**config.mk**
```make
export PLATFORM = sky130hd
export DESIGN_NAME = ptc_cal_regs
export DESIGN_NICKNAME = d
export VERILOG_FILES = /design/src/rtl/ptc_pkg.sv /design/src/rtl/ptc_cal_regs.sv
export SDC_FILE = /design/constraint.sdc
export NUM_CORES = 1
export LEC_CHECK = 0
export BUFFER_PORTS_ARGS = -buffer_cell sky130_fd_sc_hd__buf_2
export CAP_MARGIN = 10
export CORE_AREA = 5 5 166 168
export CTS_BUF_LIST = sky130_fd_sc_hd__clkbuf_2
export DETAILED_ROUTE_END_ITERATION = 8
export DIE_AREA = 0 0 171 173
export SLEW_MARGIN = 30
export SYNTH_ARGS = -nofsm -noshare
export SYNTH_HDL_FRONTEND = slang
export SYNTH_SLANG_ARGS = --single-unit
```
**constraint.sdc**
```tcl
create_clock -name clk_i -period 1 [get_ports clk_i]
set_input_delay 0.05 -clock clk_i [delete_from_list [all_inputs] [get_ports clk_i]]
set_output_delay 0.05 -clock clk_i [all_outputs]
set_load 0.01 [all_outputs]
```
**src/rtl/ptc_pkg.sv**
```systemverilog
package ptc_pkg;

  localparam int unsigned CalW = 48;
  localparam int unsigned AdcW = 20;
  localparam int unsigned WordW = 32;
  localparam int unsigned CfgIdxW = 2;

  localparam logic [CfgIdxW-1:0] RegTempCal = 2'd0;
  localparam logic [CfgIdxW-1:0] RegPressCalA = 2'd1;
  localparam logic [CfgIdxW-1:0] RegPressCalB = 2'd2;
  localparam logic [CfgIdxW-1:0] RegPressCalC = 2'd3;

  localparam logic [WordW-1:0] POffset = 32'd64000;
  localparam logic [WordW-1:0] PBase = 32'd1048576;
  localparam logic [WordW-1:0] PScale = 32'd3125;
  localparam logic [WordW-1:0] TRound = 32'd128;
  localparam logic [WordW-1:0] POne = 32'd32768;

  typedef struct packed {
    logic [WordW-1:0] t1, t2, t3;
    logic [WordW-1:0] p1, p2, p3, p4, p5, p6, p7, p8, p9;
  } cal_t;

  // Arithmetic shift of a 32-bit word.
  function automatic logic [WordW-1:0] sar(input logic [WordW-1:0] x, input int unsigned n);
    sar = WordW'($signed(x) >>> n);
  endfunction

  function automatic logic [WordW-1:0] sx16(input logic [15:0] v);
    sx16 = {{16{v[15]}}, v};
  endfunction

endpackage

```
**src/rtl/ptc_cal_regs.sv**
```systemverilog
module ptc_cal_regs (
  input  logic                            clk_i,
  input  logic                            rst_ni,
  input  logic                            cfg_we_i,
  input  logic [ptc_pkg::CfgIdxW-1:0]     cfg_idx_i,
  input  logic [ptc_pkg::CalW-1:0]        cfg_data_i,
  output ptc_pkg::cal_t                   cal_o
);

  logic [ptc_pkg::CalW-1:0] reg_q [4];

  always_ff @(posedge clk_i or negedge rst_ni) begin
    if (!rst_ni) begin
      for (int i = 0; i < 4; i++) reg_q[i] <= '0;
    end else if (cfg_we_i) begin
      reg_q[cfg_idx_i] <= cfg_data_i;
    end
  end

  always_comb begin
    cal_o.t1 = {16'd0, reg_q[ptc_pkg::RegTempCal][15:0]};
    cal_o.t2 = ptc_pkg::sx16(reg_q[ptc_pkg::RegTempCal][31:16]);
    cal_o.t3 = ptc_pkg::sx16(reg_q[ptc_pkg::RegTempCal][47:32]);
    cal_o.p1 = {16'd0, reg_q[ptc_pkg::RegPressCalA][15:0]};
    cal_o.p2 = ptc_pkg::sx16(reg_q[ptc_pkg::RegPressCalA][31:16]);
    cal_o.p3 = ptc_pkg::sx16(reg_q[ptc_pkg::RegPressCalA][47:32]);
    cal_o.p4 = ptc_pkg::sx16(reg_q[ptc_pkg::RegPressCalB][15:0]);
    cal_o.p5 = ptc_pkg::sx16(reg_q[ptc_pkg::RegPressCalB][31:16]);
    cal_o.p6 = ptc_pkg::sx16(reg_q[ptc_pkg::RegPressCalB][47:32]);
    cal_o.p7 = ptc_pkg::sx16(reg_q[ptc_pkg::RegPressCalC][15:0]);
    cal_o.p8 = ptc_pkg::sx16(reg_q[ptc_pkg::RegPressCalC][31:16]);
    cal_o.p9 = ptc_pkg::sx16(reg_q[ptc_pkg::RegPressCalC][47:32]);
  end

endmodule

```
==> flow_metrics.py, run 1 <==
metrics = {
    "status": {
        "status": "finished with violations",
        "violations": "setup timing",
    },
    "critical_path": {
        "worstSetupStartpointType": "register",
        "cpMaxStageDelayCell": "dfrtp_1",
        "crit_type": "register to primary output",
        "path_delay_family": "flip-flops",
        "worstPathBufferInverterCount": 2,
        "critical_path.max_stage_delay_ns": 0.49,
        "end_kind": "primary output",
        "required_ns": 0.95,
        "worst_r2r_path_depth": 3,
        "path_depth": 2,
        "crit_chain": "buf_6 -> buf_2",
        "worstPathArrival_ns": 1.50,
        "crit_fanout": 8,
    },
    "final_layout": {
        "multi_input_area_um2": 2330,
        "diodes": 0,
        "drive_gt1_share_pct": 60.5,
        "fill_cells": 2293,
        "largest_reg_flops": 192,
        "utilization_pct": 46.9,
        "nets": 1055,
        "seqCellArea_um2": 4810,
        "area_growth_syn_to_layout_pct": 40.5,
    },
    "sta": {
        "max_freq_mhz": 645,
        "finalHoldViolCount": 0,
        "maxSlewViolCount": 0,
        "finalSetupViolations": 362,
        "finClkSkew_ns": 0,
        "layout_min_cycle_time_ns": 1.55,
        "rsz0062_at_grt": "yes",
        "timing.final.ws_setup_ns": -0.549,
        "finalCritPeriodShare_pct": 155,
        "timing.hold.ws_ns": 0.128,
    },
    "detailed_routing": {
        "dr.first_iter.drc_count": 236,
        "dr.pass1.iters": 4,
        "via_count": 5755,
        "postRouteWirelength_um": 23100,
        "wl_per_cell_um": 17.1,
        "drc": 0,
        "vias_per_cell": 4.26,
        "antenna_left": 0,
    },
    "min_path": {
        "hp-class": "primary input to register",
        "hold_path_depth": 3,
    },
    "synthesis": {
        "synth_top_area_share_pct": 55.9,
        "ys_ff_latch": 192,
        "synth-edff-count": 0,
        "synth.area.top_cells": "dfrtp_1 (56%), buf_4 (17%), mux2_2 (15%)",
        "synth_warnings": 0,
        "synth_top_area_cell": "dfrtp_1",
        "async_flop_share_pct": 100,
        "ys.flop_type": "dfrtp_1",
        "synth_area_per_cell_um2": 14.3,
        "synth_area_um2": 8600,
        "synth_cells": 601,
        "synth_cell_type_count": 10,
        "synth_commonest_cells": "buf_4 (193), dfrtp_1 (192), mux2_2 (112)",
        "synth_most_common_cell": "buf_4",
        "ys_seq_area_share_pct": 55.9,
    },
    "power": {
        "pwr_density_cell_nw_per_um2": 1860,
        "p_leak_nw": 5.95,
        "peakVddDrop_mv": 0.949,
    },
    "floorplan": {
        "rows": 59,
        "initial_core_util_pct": 33.4,
        "die_w_um": 171,
        "die-area_um2": 29600,
        "dieHeight_um": 173,
        "core-area_um2": 25800,
        "ios": 437,
    },
    "clocking": {
        "cts_buffer_depth": 2,
        "cts_tree": "built",
        "htreeDepth": 4,
        "clockRootBuffer": "clkbuf_2",
        "path_clk_slew_ns": 0.30,
        "cts-buffers-inserted": 17,
        "insertion_delay_ns": 0.71,
        "cts.sink_count": 192,
    },
    "grt": {
        "grt_use_total_pct": 14.7,
        "grt_pass1_vias": 6026,
        "grt-ovfl-total": 0,
        "grt_pass1_wl_um": 34600,
        "antenna_found_initial": 0,
        "grt_max_degree": 35,
    },
    "placed_design": {
        "pre_cts_ws_ns": -0.259,
        "dp_hpwl_um": 16000,
        "place.gp.congestion": 0.744,
        "port_buffers": 404,
    },
    "job": {
        "max_cap_viol_count": 0,
    },
}
-- area by class of cell --
cell class,count,share of cell area (%)
clock buffers,17,0.704
clock inverters,15,1.34
multi-input cells,228,19.3
flip-flops and latches,192,39.8
well taps,335,3.47
repair buffers,563,35.4
-- placed cells by master (no fill, tap or decap) --
master	netlist	layout
clkbuf_8	0	1
inv_6	0	2
dlygate4sd3_1	0	97
mux2_1	80	80
nand3_4	0	1
nand3b_1	2	2
buf_2	11	307
inv_8	0	5
conb_1	1	32
buf_12	0	12
clkinv_8	0	3
buf_6	8	111
dfrtp_2	0	3
clkinv_1	0	1
clkbuf_2	0	17
buf_4	193	35
dfrtp_1	192	189
clkinv_4	0	4
mux2_2	112	112
nor3b_4	0	1
-- timing repair --
item	in CTS	in global routing
hold buffers	94	3
endpoints found under the hold margin	384	3
buffers inserted	15	18
gates cloned	1	1
endpoints found under the setup margin	352	352
gates resized for setup	75	56
-- tightest hold or removal path: cells and delay by family --
family / cells / cell delay [ns]
buffers and inverters: 2 / 0.66
muxes: 1 / 0.13
-- path summary, 6_finish.rpt --
path / from / endpoint / slack (ns)
max in group asynchronous: rst_ni / cal_o[259]$_DFFE_PN0P_ / 0.15
worst max register to register: cal_o[47]$_DFFE_PN0P_ / cal_o[47]$_DFFE_PN0P_ / -0.09
worst min register to register: cal_o[9]$_DFFE_PN0P_ / cal_o[9]$_DFFE_PN0P_ / 0.53
min in group asynchronous: rst_ni / cal_o[266]$_DFFE_PN0P_ / 0.25
worst min-delay path: cfg_data_i[43] / cal_o[299]$_DFFE_PN0P_ / 0.13
worst max-delay path: cal_o[111]$_DFFE_PN0P_ / cal_o[122] / -0.55
-- per-stage QoR --
step                      cell area, µm²  power [mW]  TNS [ns]  instances
final                              12100        22.5   -154.34       1350
after floorplan                     8730        14.9         0        632
after global placement              9970        16.9    -31.07       1189
after CTS                          11600        22.0   -201.87       1328
after detailed placement            9970        17.0    -32.51       1189
after global routing               12100        23.9   -217.24       1350
-- layer usage --
layer | vias to the layer above | global-route usage (%) | share of wire (%)
met5 | - | 0 | 0
met4 | 0 | 3.27 | 1.3
met3 | 17 | 4.77 | 9.5
met2 | 260 | 25.4 | 50
met1 | 2880 | 17.7 | 39
li1 | 2598 | - | -
-- logic make-up after synthesis --
logic type / Yosys count / share of synthesized area (%)
buffers and inverters: 212 / 18.5
flip-flops: 192 / 55.9
AND/OR/NAND/NOR: 4 / 0.378
other: 1 / 0.0436
multiplexers: 192 / 25.1
-- report_power, final --
part,switching (mW),internal (mW)
combinational,3.86,4.51
clock,3.06,0.842
sequential,0.936,9.24
total,7.86,14.6
(Power assumes the default switching activity.)
==> run 2: changes to the inputs <==
--- a/config.mk
+++ b/config.mk
@@ -11,6 +11,7 @@
 export CTS_BUF_LIST = sky130_fd_sc_hd__clkbuf_2
 export DETAILED_ROUTE_END_ITERATION = 8
 export DIE_AREA = 0 0 171 173
+export RECOVER_POWER = 25
 export SLEW_MARGIN = 30
 export SYNTH_ARGS = -nofsm -noshare
 export SYNTH_HDL_FRONTEND = slang
==> flow_metrics.py, run 2 (same netlist as run 1, synthesis figures left out) <==
metrics = {
    "job": {
        "max_cap_viol_count": 0,
    },
    "placed_design": {
        "port_buffers": 404,
        "dp_hpwl_um": 16000,
        "dp_cells": 1189,
        "place.gp.congestion": 0.744,
    },
    "critical_path": {
        "worst_r2r_path_depth": 3,
        "reg2reg_slack_ns": -0.09,
        "crit_chain": "buf_6 -> buf_2",
        "cpMaxStageDelayCell": "dfrtp_2",
        "critical_path.max_stage_delay_ns": 0.49,
        "end_kind": "primary output",
        "crit_fanout": 9,
        "path_delay_family": "flip-flops",
        "required_ns": 0.95,
        "reg2reg_from": "cal_o[47]$_DFFE_PN0P_",
        "worstPathBufferInverterCount": 2,
        "crit_type": "register to primary output",
        "worstSetupStartpointType": "register",
        "r2r-end": "cal_o[47]$_DFFE_PN0P_",
        "worstPathArrival_ns": 1.50,
    },
    "detailed_routing": {
        "vias_per_cell": 4.26,
        "dr.pass1.iters": 4,
        "drc": 0,
        "via_count": 5753,
        "dr.first_iter.drc_count": 249,
        "wl_per_cell_um": 17.2,
        "antenna_left": 0,
        "postRouteWirelength_um": 23200,
    },
    "floorplan": {
        "die_w_um": 171,
        "ios": 437,
        "core-area_um2": 25800,
        "dieHeight_um": 173,
        "initial_core_util_pct": 33.4,
        "rows": 59,
        "die-area_um2": 29600,
    },
    "sta": {
        "maxSlewHeadroom_pct": 62.3,
        "timing.final.ws_setup_ns": -0.553,
        "finalHoldViolCount": 0,
        "max_freq_mhz": 644,
        "maxSlewViolCount": 0,
        "layout_min_cycle_time_ns": 1.55,
        "worst_pin_slew_ns": 0.566,
        "finalSetupTns_ns": -155.56,
        "rsz0062_at_grt": "yes",
        "finClkSkew_ns": 0,
        "finalCritPeriodShare_pct": 155,
        "finalSetupViolations": 381,
    },
    "min_path": {
        "hp-class": "primary input to register",
        "min_from": "cfg_data_i[43]",
        "hold_end": "cal_o[299]$_DFFE_PN0P_",
        "hold_path_depth": 3,
    },
    "clocking": {
        "cts_tree": "built",
        "cts.sink_count": 192,
        "clockRootBuffer": "clkbuf_2",
        "insertion_delay_ns": 0.71,
        "path_clk_slew_ns": 0.31,
        "cts-buffers-inserted": 17,
        "cts_buffer_depth": 2,
        "htreeDepth": 4,
    },
    "grt": {
        "grt_use_total_pct": 14.7,
        "grt-ovfl-total": 0,
        "grt_pass1_wl_um": 34600,
        "use_met2_pct": 25.4,
        "grt_use_met3_pct": 4.77,
        "grt_util_met1_pct": 17.7,
        "antenna_found_initial": 0,
        "grt_pass1_vias": 6026,
        "grt_busiest_layer": "met2",
        "grt_max_degree": 35,
    },
    "final_layout": {
        "diodes": 0,
        "nets": 1055,
        "layout_common_cells": "buf_2 (307), dfrtp_1 (189), buf_6 (114)",
        "drive_gt1_share_pct": 60.5,
        "largest_reg_flops": 192,
        "final_common_cell": "buf_2",
        "final_cells": 1350,
        "area_growth_syn_to_layout_pct": 40.0,
    },
    "power": {
        "p_leak_nw": 5.93,
        "peakVddDrop_mv": 0.949,
        "pwr_density_cell_nw_per_um2": 1860,
    },
    "status": {
        "violations": "setup timing",
        "status": "finished with violations",
    },
}
==> run 2: cell types whose count changed in the layout (fill, tap and decap cells not counted) <==
| cell | delta |
|---|---|
| clkbuf_4 | +1 |
| clkbuf_8 | -1 |
| buf_4 | -4 |
| buf_6 | +3 |
| buf_12 | -3 |
| clkbuf_2 | +4 |
==> run 2: final cells by class <==
class / count / area [µm²]
repair buffers: 563 / 4230
clock buffers: 17 / 85.1
clock inverters: 15 / 161
well taps: 335 / 419
multi-input cells: 228 / 2330
flip-flops and latches: 192 / 4810
fillers: 2302 / 13700
==> run 2: through the flow <==
step / area, µm² / hold slack (ns) / power (mW) / setup WS, ns / utilization [%]
2_1_floorplan: 8730 / -0.246 / 14.9 / 0.0103 / -
3_3_place_gp: 9970 / 0.00151 / 16.9 / -0.225 / 38.7
3_5_place_dp: 9970 / 0.000479 / 17.0 / -0.259 / 38.7
4_1_cts: 11600 / 0.000241 / 22.0 / -0.676 / 45.1
5_1_grt: 12000 / 0.000895 / 23.8 / -0.728 / 46.7
6_report: 12000 / 0.128 / 22.4 / -0.553 / 46.7
==> run 2: worst min-delay path, delay by kind of cell <==
kind | cells | cell delay, ns
muxes | 1 | 0.13
buffers and inverters | 2 | 0.66
==> run 2: layer usage <==
layer  wire length, µm  part of all wire (%)
met5                 0                     0
met3              2150                   9.3
met2             11600                    50
met1              9060                    39
met4               302                   1.3
==> run 2: how the worst max path moves through the flow <==
stage	from	end	slack [ns]	cells after the start
2_1_floorplan	cal_o[335]$_DFFE_PN0P_	cal_o[335]$_DFFE_PN0P_	0.01	1
5_1_grt	cal_o[111]$_DFFE_PN0P_	cal_o[122]	-0.73	2
3_3_place_gp	cfg_idx_i[1]	cal_o[353]$_DFFE_PN0P_	-0.23	4
6_report	cal_o[47]$_DFFE_PN0P_	cal_o[55]	-0.55	2
3_5_place_dp	cfg_we_i	cal_o[293]$_DFFE_PN0P_	-0.26	4
4_1_cts	cal_o[47]$_DFFE_PN0P_	cal_o[49]	-0.68	2
==> run 2: report_power, final <==
group / total, mW / switching [mW] / leakage [nW] / internal (mW)
Combinational: 8.35 / 3.86 / 3.52 / 4.49
Sequential: 10.2 / 0.936 / 2.27 / 9.24
Clock: 3.91 / 3.06 / 0.149 / 0.842
==> run 2: what timing repair did <==
item	4_1_cts	5_1_grt
setup endpoints to repair	352	352
hold buffers	94	3
endpoints found under the hold margin	384	3
gates resized for setup	75	56
buffers inserted	15	18
cloned	1	1
==> run 3: changes to the inputs <==
--- a/config.mk
+++ b/config.mk
@@ -7,10 +7,13 @@
 export LEC_CHECK = 0
 export BUFFER_PORTS_ARGS = -buffer_cell sky130_fd_sc_hd__buf_2
 export CAP_MARGIN = 10
-export CORE_AREA = 5 5 166 168
+export CELL_PAD_IN_SITES_DETAIL_PLACEMENT = 0
+export CELL_PAD_IN_SITES_GLOBAL_PLACEMENT = 2
+export CORE_AREA = 5 5 160 224
 export CTS_BUF_LIST = sky130_fd_sc_hd__clkbuf_2
 export DETAILED_ROUTE_END_ITERATION = 8
-export DIE_AREA = 0 0 171 173
+export DIE_AREA = 0 0 165 229
+export PLACE_DENSITY_LB_ADDON = 0.1
 export RECOVER_POWER = 25
 export SLEW_MARGIN = 30
 export SYNTH_ARGS = -nofsm -noshare
==> flow_metrics.py, run 3 (same netlist as run 1, synthesis figures left out) <==
metrics = {
    "detailed_routing": {
        "postRouteWirelength_um": 25700,
        "via_count": 5725,
        "dr.first_iter.drc_count": 99,
        "dr.pass1.iters": 4,
        "drc": 0,
        "wl_per_cell_um": 17.5,
        "vias_per_cell": 3.88,
        "antenna_left": 0,
    },
    "floorplan": {
        "initial_core_util_pct": 25.6,
        "core-area_um2": 33600,
        "dieHeight_um": 229,
        "rows": 80,
        "die-area_um2": 37800,
        "ios": 437,
        "die_w_um": 165,
    },
    "sta": {
        "timing.hold.ws_ns": 0.368,
        "maxSlewHeadroom_pct": 47.3,
        "max_freq_mhz": 616,
        "finalSetupViolations": 547,
        "maxSlewViolCount": 0,
        "finalHoldViolCount": 0,
        "layout_min_cycle_time_ns": 1.62,
        "timing.final.ws_setup_ns": -0.623,
        "finalCritPeriodShare_pct": 162,
        "rsz0062_at_grt": "yes",
        "worst_pin_slew_ns": 0.790,
        "finClkSkew_ns": 0,
    },
    "status": {
        "status": "finished with violations",
        "violations": "setup timing",
    },
    "grt": {
        "grt-ovfl-total": 0,
        "antenna_found_initial": 1,
        "grt_max_degree": 43,
        "grt_use_total_pct": 13.1,
        "grt_pass1_vias": 6133,
        "grt_pass1_wl_um": 37800,
    },
    "job": {
        "max_cap_viol_count": 0,
    },
    "placed_design": {
        "port_buffers": 404,
        "place.gp.congestion": 0.695,
        "dp_cells": 1305,
        "dp_hpwl_um": 18500,
        "pre_cts_ws_ns": -0.240,
    },
    "critical_path": {
        "reg2reg_from": "cal_o[143]$_DFFE_PN0P_",
        "worstSetupStartpointType": "register",
        "crit_fanout": 8,
        "crit_type": "register to primary output",
        "required_ns": 0.95,
        "crit_start": "cal_o[207]$_DFFE_PN0P_",
        "worstPathArrival_ns": 1.57,
        "end_kind": "primary output",
        "reg2reg_slack_ns": -0.06,
        "r2r-end": "cal_o[143]$_DFFE_PN0P_",
        "worst_r2r_path_depth": 3,
    },
    "clocking": {
        "cts-buffers-inserted": 17,
        "cts.sink_count": 192,
        "path_clk_slew_ns": 0.29,
        "htreeDepth": 4,
        "insertion_delay_ns": 0.77,
        "cts_tree": "built",
        "cts_buffer_depth": 2,
        "clockRootBuffer": "clkbuf_2",
    },
    "final_layout": {
        "nets": 1062,
        "largest_reg_flops": 192,
        "utilization_pct": 38.4,
        "final_cells": 1474,
        "area_growth_syn_to_layout_pct": 50.1,
        "drive_gt1_share_pct": 60.7,
        "layout_common_cells": "buf_2 (222), buf_6 (203), dfrtp_1 (186)",
        "final_common_cell": "buf_2",
    },
    "power": {
        "power_mw": 23.8,
        "pwr_density_cell_nw_per_um2": 1840,
        "p_leak_nw": 6.18,
        "peakVddDrop_mv": 0.974,
    },
    "min_path": {
        "hp-class": "primary input to register",
        "min_from": "cfg_idx_i[1]",
        "hold_path_depth": 5,
        "hold_end": "cal_o[33]$_DFFE_PN0P_",
    },
}
[run 3: critical path, stage by stage, from the launching register on]
cell and delay (ns):
dfrtp_2 0.51, buf_6 0.15, buf_2 0.14
[run 3: area by class of cell]
| cell class | instances | area [µm²] |
|---|---|---|
| fill | 3285 | 20700 |
| timing repair buffer | 570 | 4930 |
| sequential | 192 | 4810 |
| multi-input combinational | 228 | 2340 |
| tap | 451 | 564 |
| clock inverter | 13 | 160 |
| clock buffer | 19 | 95.1 |
| antenna | 1 | 2.50 |
[run 3: worst max path at each step]
| stage | slack, ns | end |
|---|---|---|
| final | -0.62 | cal_o[209] |
| after global routing | -0.81 | cal_o[85] |
| after CTS | -0.78 | cal_o[213] |
| after detailed placement | -0.24 | cal_o[354]$_DFFE_PN0P_ |
| after global placement | -0.22 | cal_o[352]$_DFFE_PN0P_ |
| after floorplan | 0.01 | cal_o[335]$_DFFE_PN0P_ |
[run 3: timing repair]
item / in CTS / in global routing
setup endpoints to repair: 352 / 355
buffers inserted: 18 / 10
gates cloned: 3 / 5
gates resized for setup: 167 / 90
hold buffers: 103 / 0
endpoints found under the hold margin: 384 / 0
[run 3: power breakdown]
group / leakage (nW) / internal [mW] / switching, mW
combinational: 3.77 / 5.34 / 4.05
sequential: 2.27 / 9.24 / 1.02
clock: 0.144 / 1.41 / 2.74
total: 6.18 / 16.0 / 7.82
[run 3: metrics by stage]
step,TNS [ns],area [µm²]
after floorplan,0,8730
after global placement,-31.84,10100
after detailed placement,-34.51,10100
after CTS,-237.63,12300
after global routing,-286.81,12900
final,-209.43,12900
[run 3: layer usage]
layer | vias to the layer above | track usage, % | routed length (µm)
met4 | 0 | 4.42 | 512
met3 | 23 | 4.08 | 1920
li1 | 2628 | - | -
met5 | - | 0 | 0
met2 | 224 | 23.0 | 13500
met1 | 2850 | 15.0 | 9790
